--- src/hdl/force_pad_button_detector_defines.svh ---
// assertion macros shared by the button detector rtl
// no dependencies; define ASSERT_OFF to compile the checks away
`ifndef FORCE_PAD_BUTTON_DETECTOR_DEFINES_SVH
`define FORCE_PAD_BUTTON_DETECTOR_DEFINES_SVH

`ifndef ASSERT_OFF
`define FPB_ASSERT(lbl, clk, rst_n, prop) \
  lbl: assert property (@(posedge clk) disable iff (!rst_n) (prop)) \
    else $error("fpb assertion failed");
`define FPB_ASSERT_NEXT(lbl, clk, rst_n, cond, prop) \
  lbl: assert property (@(posedge clk) disable iff (!rst_n) (cond) |=> (prop)) \
    else $error("fpb assertion failed");
`else
`define FPB_ASSERT(lbl, clk, rst_n, prop)
`define FPB_ASSERT_NEXT(lbl, clk, rst_n, cond, prop)
`endif

`endif

--- src/hdl/fpb_pkg.sv ---
// shared types and constants of the button detector
// no dependencies
package fpb_pkg;

  localparam int CHANNELS     = 4;
  localparam int HYSTERESIS   = 2;
  localparam int LANES        = 4;
  localparam int ACTIVE_LANES = (CHANNELS < LANES) ? CHANNELS : LANES;

  localparam int SAMPLE_W = 12;
  localparam int LEVEL_W  = 8;
  localparam int THR_W    = 8;
  localparam int MASK_W   = LANES;
  localparam int MIX_W    = LEVEL_W + 2;
  localparam int CMP_W    = LEVEL_W + 2;
  localparam int CFG_IDX_W = 2;

  localparam int IN_DATA_W  = ((LANES * SAMPLE_W + 7) / 8) * 8;
  localparam int OUT_BITS   = MASK_W + LANES * LEVEL_W;
  localparam int OUT_DATA_W = ((OUT_BITS + 7) / 8) * 8;

  localparam logic [THR_W-1:0]  THR_RESET   = 8'd127;
  localparam logic [MASK_W-1:0] ACTIVE_MASK = MASK_W'((1 << ACTIVE_LANES) - 1);

  typedef enum logic {
    REQ_SAMPLE = 1'b0,
    REQ_EVAL   = 1'b1
  } req_type_t;

  typedef logic [LEVEL_W-1:0] level_t;

  // per-lane hysteresis decisions toward the merge stage
  typedef struct packed {
    logic [LANES-1:0] set;
    logic [LANES-1:0] clr;
  } fpb_cmp_t;

endpackage

--- src/hdl/fpb_lane.sv ---
// one force channel: threshold register, iir smoothing filter, hysteresis compare
// depends on fpb_pkg
module fpb_lane
  import fpb_pkg::*;
(
  input  logic                clk,
  input  logic                rst_n,
  input  logic                smp_en,
  input  logic [SAMPLE_W-1:0] sample,
  input  logic                cfg_en,
  input  logic [THR_W-1:0]    cfg_data,
  output level_t              level,
  output logic                set,
  output logic                clr
);

  level_t            level_r, level_nxt;
  logic [THR_W-1:0]  thr_r, thr_nxt;
  logic [LEVEL_W-1:0] fresh;
  logic [MIX_W-1:0]  mixed;
  logic [CMP_W-1:0]  lvl_w, thr_w, hys_w;

  // 255 - (r >> 4) is the complement of the top byte
  assign fresh = ~sample[SAMPLE_W-1 -: LEVEL_W];
  assign mixed = {1'b0, level_r, 1'b0} + {2'b00, level_r} + {2'b00, fresh};

  always_comb begin
    level_nxt = level_r;
    if (smp_en) begin
      level_nxt = mixed[MIX_W-1:2];
    end
  end

  always_comb begin
    thr_nxt = thr_r;
    if (cfg_en) begin
      thr_nxt = cfg_data;
    end
  end

  always_ff @(posedge clk) begin
    if (!rst_n) begin
      level_r <= '0;
      thr_r   <= THR_RESET;
    end else begin
      level_r <= level_nxt;
      thr_r   <= thr_nxt;
    end
  end

  assign lvl_w = {{(CMP_W-LEVEL_W){1'b0}}, level_r};
  assign thr_w = {{(CMP_W-THR_W){1'b0}}, thr_r};
  assign hys_w = CMP_W'(HYSTERESIS);

  // level < thr - hys and level >= thr + hys, rearranged so nothing goes negative
  assign clr   = (lvl_w + hys_w) < thr_w;
  assign set   = lvl_w >= (thr_w + hys_w);
  assign level = level_r;

endmodule

--- src/hdl/fpb_merge.sv ---
// merges lane decisions into the button mask, detects changes, buffers reports
// depends on fpb_pkg and force_pad_button_detector_defines.svh
`include "force_pad_button_detector_defines.svh"

module fpb_merge
  import fpb_pkg::*;
(
  input  logic                  clk,
  input  logic                  rst_n,
  input  logic                  eval_en,
  input  fpb_cmp_t              cmp,
  input  level_t [LANES-1:0]    levels,
  output logic                  buf_full,
  output logic                  out_tvalid,
  input  logic                  out_tready,
  output logic [OUT_DATA_W-1:0] out_tdata
);

  logic [MASK_W-1:0]     last_mask_r, last_mask_nxt;
  logic [MASK_W-1:0]     new_mask;
  logic                  emit;
  logic                  out_fire;
  logic [OUT_DATA_W-1:0] result;
  logic                  out_valid_r, out_valid_nxt;
  logic [OUT_DATA_W-1:0] out_data_r, out_data_nxt;
  logic                  skid_valid_r, skid_valid_nxt;
  logic [OUT_DATA_W-1:0] skid_data_r, skid_data_nxt;

  assign new_mask = (last_mask_r & ~cmp.clr) | cmp.set;
  assign emit     = eval_en && (new_mask != last_mask_r);
  assign out_fire = out_valid_r && out_tready;

  always_comb begin
    result = '0;
    result[MASK_W-1:0] = new_mask;
    for (int i = 0; i < LANES; i++) begin
      result[MASK_W + i*LEVEL_W +: LEVEL_W] = levels[i];
    end
  end

  always_comb begin
    last_mask_nxt = last_mask_r;
    if (emit) begin
      last_mask_nxt = new_mask;
    end
  end

  // two-entry output buffer; the second entry catches a report while the first stalls
  always_comb begin
    out_valid_nxt  = out_valid_r;
    out_data_nxt   = out_data_r;
    skid_valid_nxt = skid_valid_r;
    skid_data_nxt  = skid_data_r;
    if (skid_valid_r) begin
      if (out_fire) begin
        out_data_nxt   = skid_data_r;
        skid_valid_nxt = 1'b0;
      end
    end else if (emit) begin
      if (!out_valid_r || out_fire) begin
        out_valid_nxt = 1'b1;
        out_data_nxt  = result;
      end else begin
        skid_valid_nxt = 1'b1;
        skid_data_nxt  = result;
      end
    end else if (out_fire) begin
      out_valid_nxt = 1'b0;
    end
  end

  always_ff @(posedge clk) begin
    if (!rst_n) begin
      last_mask_r  <= '0;
      out_valid_r  <= 1'b0;
      skid_valid_r <= 1'b0;
    end else begin
      last_mask_r  <= last_mask_nxt;
      out_valid_r  <= out_valid_nxt;
      skid_valid_r <= skid_valid_nxt;
    end
  end

  always_ff @(posedge clk) begin
    out_data_r  <= out_data_nxt;
    skid_data_r <= skid_data_nxt;
  end

  assign buf_full   = skid_valid_r;
  assign out_tvalid = out_valid_r;
  assign out_tdata  = out_data_r;

  `FPB_ASSERT(a_skid_behind_out, clk, rst_n, !skid_valid_r || out_valid_r)
  `FPB_ASSERT(a_no_emit_when_full, clk, rst_n, !(emit && skid_valid_r))
  `FPB_ASSERT(a_set_clr_exclusive, clk, rst_n, (cmp.set & cmp.clr) == '0)
  `FPB_ASSERT(a_idle_lanes_clear, clk, rst_n, (last_mask_r & ~ACTIVE_MASK) == '0)
  `FPB_ASSERT_NEXT(a_mask_holds, clk, rst_n, !emit, $stable(last_mask_r))

endmodule

--- src/hdl/force_pad_button_detector.sv ---
// Force button detector. Takes one item per clock: a sample item (tuser low) updates the
// smoothed level of every channel, an evaluate item (tuser high) runs the hysteresis
// compare of all channels in parallel lanes and reports the mask with the levels when it
// changed. A report appears on out_ in the cycle after its item is accepted if the output
// register is empty or drains at that edge; else it waits in a second register and moves
// to out_ at the edge where the first is taken. The output side holds up to two reports;
// in_tready drops only while both wait. The user must write thresholds via cfg_ only while
// the block is idle, unchecked by the block. Depends on fpb_pkg, fpb_lane, fpb_merge.
module force_pad_button_detector
  import fpb_pkg::*;
(
  input  logic                  clk,
  input  logic                  rst_n,
  input  logic                  in_tvalid,
  output logic                  in_tready,
  input  logic [IN_DATA_W-1:0]  in_tdata,   // sample_0 [11:0], sample_1 .. sample_3 above
  input  logic                  in_tuser,   // req_type
  output logic                  out_tvalid,
  input  logic                  out_tready,
  output logic [OUT_DATA_W-1:0] out_tdata,  // pressed [3:0], level_0 .. level_3, zero fill
  input  logic                  cfg_we,
  input  logic [CFG_IDX_W-1:0]  cfg_addr,
  input  logic [THR_W-1:0]      cfg_wdata
);

  logic               in_acc;
  logic               smp_en;
  logic               eval_en;
  logic               buf_full;
  fpb_cmp_t           cmp;
  level_t [LANES-1:0] levels;

  assign in_tready = !buf_full;
  assign in_acc    = in_tvalid && in_tready;
  assign smp_en    = in_acc && (in_tuser == REQ_SAMPLE);
  assign eval_en   = in_acc && (in_tuser == REQ_EVAL);

  for (genvar i = 0; i < LANES; i++) begin : g_lane
    if (i < ACTIVE_LANES) begin : g_on
      fpb_lane u_lane (
        .clk      (clk),
        .rst_n    (rst_n),
        .smp_en   (smp_en),
        .sample   (in_tdata[i*SAMPLE_W +: SAMPLE_W]),
        .cfg_en   (cfg_we && (cfg_addr == CFG_IDX_W'(i))),
        .cfg_data (cfg_wdata),
        .level    (levels[i]),
        .set      (cmp.set[i]),
        .clr      (cmp.clr[i])
      );
    end else begin : g_off
      // unused channel: level stays zero and its button never changes
      assign levels[i]  = '0;
      assign cmp.set[i] = 1'b0;
      assign cmp.clr[i] = 1'b0;
    end
  end

  fpb_merge u_merge (
    .clk        (clk),
    .rst_n      (rst_n),
    .eval_en    (eval_en),
    .cmp        (cmp),
    .levels     (levels),
    .buf_full   (buf_full),
    .out_tvalid (out_tvalid),
    .out_tready (out_tready),
    .out_tdata  (out_tdata)
  );

endmodule
--- config.mk ---
export PLATFORM = sky130hd
export DESIGN_NAME = force_pad_button_detector
export DESIGN_NICKNAME = d
export VERILOG_FILES = /design/src/hdl/fpb_pkg.sv /design/src/hdl/fpb_lane.sv /design/src/hdl/fpb_merge.sv /design/src/hdl/force_pad_button_detector.sv
export VERILOG_INCLUDE_DIRS = /design/src /design/src/hdl
export SDC_FILE = /design/constraint.sdc
export NUM_CORES = 1
export LEC_CHECK = 0
export ABC_AREA = 0
export BUFFER_PORTS_ARGS = -buffer_cell sky130_fd_sc_hd__buf_4
export CAP_MARGIN = 20
export CORE_ASPECT_RATIO = 2
export CORE_MARGIN = 5
export CORE_UTILIZATION = 54
export DETAILED_ROUTE_END_ITERATION = 12
export HOLD_SLACK_MARGIN = 0.12
export PLACE_DENSITY = 0.76
export SETUP_SLACK_MARGIN = 0.2
export SLEW_MARGIN = 25
export SYNTH_ARGS = -nofsm -noshare
export SYNTH_HDL_FRONTEND = slang
export SYNTH_HIERARCHICAL = 1
export SYNTH_SLANG_ARGS = --single-unit
--- constraint.sdc ---
create_clock -name clk -period 4.79 [get_ports clk]
set_input_delay 0.7185 -clock clk [delete_from_list [all_inputs] [get_ports clk]]
set_output_delay 0.7185 -clock clk [all_outputs]
set_load 0.01 [all_outputs]
==> metrics.txt <==
status finished, final reports clean; r2r worst-path depth 12; Slew @ Worst Pin 891 ps; Rel. slew slack 40.3%; placed cell count 1185; area growth from synthesis to final layout 15.0%; first-pass GRT wire length 34300 um; Post-synth ARST share 0%; Vias/cell 5.73; synth top area cells edfxtp_1 23%, ha_1 15%, dfxtp_1 15%; post-route ant nets 0; Die Y 197 um; Placement Rows 68; Critical R2R Capture u_merge/skid_data_r[7]$_DFFE_PP_; Pwr Total between 4 and 5 mW; top_reg_cell synth edfxtp_1; Finish-stage setup viols 0; die area a little over 20000 um2; Netlist cell types 53; largest net degree at the start of global routing 77; setup repair after global routing missed its margin no; pre-CTS WS 655 ps; Starting Density approximately 55%; r2r startpoint g_lane[2].g_on.u_lane/thr_r[1]$_SDFFE_PN1P_; fin util between 60% and 70%; Post-DP HPWL ~15000 um; top-area cell type share of the netlist area 22.8%; CP max stage delay 590 ps; share of cells above drive strength 1 16.6%; CP top delay family simple AND/OR/NAND/NOR gates; Hold Slack 488 ps; largest area contributor in the netlist edfxtp_1; startpoint class of the critical path flip-flop; I/O Pins 106; design area between 10000 and 15000 um2; yosys warns 6; pwr dens 377 nW/um2; Critical Path RT between 4000 and 5000 ps; GR Layer Usage met1 21.4%; WS Path Type reg2reg; Slew Viols, Final 0; Nets about 1200; crit-path max FO 15; # fillers between 1000 and 1500; leakage approximately 5 nW; # diodes 0; post-route insts no fill 1217; Peak VDD IR 303 uV; Final Hold Vio Count 0; GR Util met3 under 10%; crit path DAT roughly 4300 ps; crit path capture type flip-flop; Port Buffer Count 85; PostCTS Resize Cnt 0; Reg area about 3600 um2; MaxCap Viol Count 0; grt peak-use layer met2; Hold Crit Endpoint g_lane[1].g_on.u_lane/thr_r[0]$_SDFFE_PN1P_; CP max stage cell nor4b_4; WL/cell 16.6 um; Clock Skew between 8 and 9 ps; Final WS setup 625 ps; Cells on Worst Hold Path 2; max frequency roughly 240 MHz; fin crit share 87.0%; Syn Inst Count 910; worst-path cell chain ha_1, nand3_1, nor3_1, xnor2_1, ha_1, or4_1, a211oi_1, nor3_1, o32a_1, a31o_4, nor4b_4, buf_4; setup TNS 0 ps; multi-input logic area 5450 um2; total track usage 20.5%; first-pass iteration count of the detailed router 5; Vias 6969; register area share after synthesis 37.6%; Longest Clk Path Bufs 2; hold buffers post-CTS 0; total gr overflow 0; CTS Buf Count 17; worst skew pair latency about 420 ps; die width 104 um; initial antenna violation count 0; Clock Sinks between 100 and 150; fin crit period 4170 ps; Buf+Inv Stages, Crit Path 1; vias in the first global route 7439; dpl cell area approximately 10000 um2; Synth Cell Area 9470 um2; Avg Cell Area, Syn 10.4 um2; core box area 17300 um2; flop2flop setup slack 620 ps; placer's final routability congestion estimate 0.886; routed wire length 20200 um; met2 usage 38.5%; CTS H-tree lvls 4; Starting DRT DRC Count 267; hold crit path type reg2reg; number of flops mapped to enable cells by yosys 72; clock root buffer clkbuf_16; CTS tree done; Worst Hold Launch g_lane[1].g_on.u_lane/thr_r[0]$_SDFFE_PN1P_; postcts setup bufs 0; synthesis-stage register bit count around 140; DRC 0; clk slew on worst S/H paths 60 ps
[layout by cell type (no fill, tap or decap), types with 21 or more instances in the layout]
cell,n
dfxtp_1,69
nor2b_1,21
inv_1,98
nand3_1,38
xnor2_1,44
buf_4,88
nand2_1,71
mux2_2,36
nor2_1,22
o211ai_1,25
fa_1,32
a21oi_1,30
o21ai_0,53
edfxtp_1,72
ha_1,116
[worst max path at each step]
stage	startpoint	end	slack (ps)	cells after the start
CTS	g_lane[2].g_on.u_lane/thr_r[1]$_SDFFE_PN1P_	u_merge/skid_data_r[7]$_DFFE_PP_	620	12
floorplan	g_lane[2].g_on.u_lane/thr_r[1]$_SDFFE_PN1P_	u_merge/skid_data_r[0]$_DFFE_PP_	620	11
global placement	g_lane[2].g_on.u_lane/thr_r[1]$_SDFFE_PN1P_	u_merge/skid_data_r[20]$_DFFE_PP_	720	12
finish	g_lane[2].g_on.u_lane/thr_r[1]$_SDFFE_PN1P_	u_merge/skid_data_r[7]$_DFFE_PP_	620	12
global route	g_lane[2].g_on.u_lane/thr_r[1]$_SDFFE_PN1P_	u_merge/skid_data_r[7]$_DFFE_PP_	400	12
detailed placement	g_lane[2].g_on.u_lane/thr_r[1]$_SDFFE_PN1P_	u_merge/skid_data_r[20]$_DFFE_PP_	650	12
[cells in the mapped netlist (3+ instances only)]
library cell	number
and3b_1	3
o211ai_1	25
and3_1	5
o21a_1	9
clkbuf_1	22
nor2_1	22
nand2_1	71
a21oi_1	31
and2_1	4
a41oi_1	4
a211o_1	4
edfxtp_1	72
a211oi_1	12
and4_1	8
ha_1	116
nand3b_1	8
nand3_1	38
nor2b_1	21
o21ai_0	53
mux2i_1	8
dfxtp_1	70
xnor2_1	44
nor3_1	8
mux2_2	36
a221oi_1	4
fa_1	32
nand2b_1	6
a31oi_1	4
a21o_1	17
xor2_1	8
nor2b_4	4
buf_4	4
o2111ai_1	4
o31a_1	8
inv_1	98
o211a_1	4
[where the power goes]
| group | leakage, nW | switching (mW) | total [mW] | internal [mW] |
|---|---|---|---|---|
| clock network | 0.263 | 0.502 | 1.21 | 0.706 |
| logic | 3.46 | 0.678 | 1.31 | 0.629 |
| registers | 1.25 | 0.153 | 1.60 | 1.44 |
| total | 4.97 | 1.33 | 4.11 | 2.78 |
[sequential cells by signal (all words and copies together) (netlist names)]
register and cells:
u_merge/out_tdata 36, u_merge/buf_full 1, g_lane.g_on.u_lane/thr_r 32, u_merge/out_tvalid 1, u_merge/skid_data_r 36, g_lane.g_on.u_lane/level 32
u_merge/last_mask_r 4
[worst reg2reg max path: cells and delay by family, from the launching register on]
| family | cells | cell delay (ps) |
|---|---|---|
| XOR/XNOR | 1 | 100 |
| adder cells (fa/ha/maj) | 2 | 420 |
| buffers and inverters | 1 | 370 |
| flip-flops | 1 | 410 |
| AO/OA/AOI/OAI | 3 | 940 |
| AND/OR/NAND/NOR | 5 | 1610 |
[layer usage]
metal | part of all wire, % | routed length [um]
met1 | 38 | 7770
met2 | 54 | 11000
met3 | 3.6 | 731
met4 | 3.7 | 739
met5 | 0 | 0
[logic make-up (layout without fill, tap and decap cells)]
logic type	count (synthesis)	in the layout	synth area share (%)
AND/OR/NAND/NOR	205	205	11.4
AO/OA/AOI/OAI	191	191	13.7
adder cells (fa/ha/maj)	148	148	22.1
flip-flops	142	142	37.6
buffers and inverters	127	221	5.22
XOR/XNOR	52	52	4.81
multiplexers	44	44	5.13
other	1	4	0.0396
[cell type report]
cell class                      instances  area share, %
Sequential cell                       142           32.7
Clock inverter                          9          0.574
Multi-Input combinational cell        644           50.0
Inverter                               99           3.41
Timing Repair Buffer                   90           6.43
Clock buffer                           23           4.40
Tap cell                              210           2.41
(Power assumes the default switching activity.)
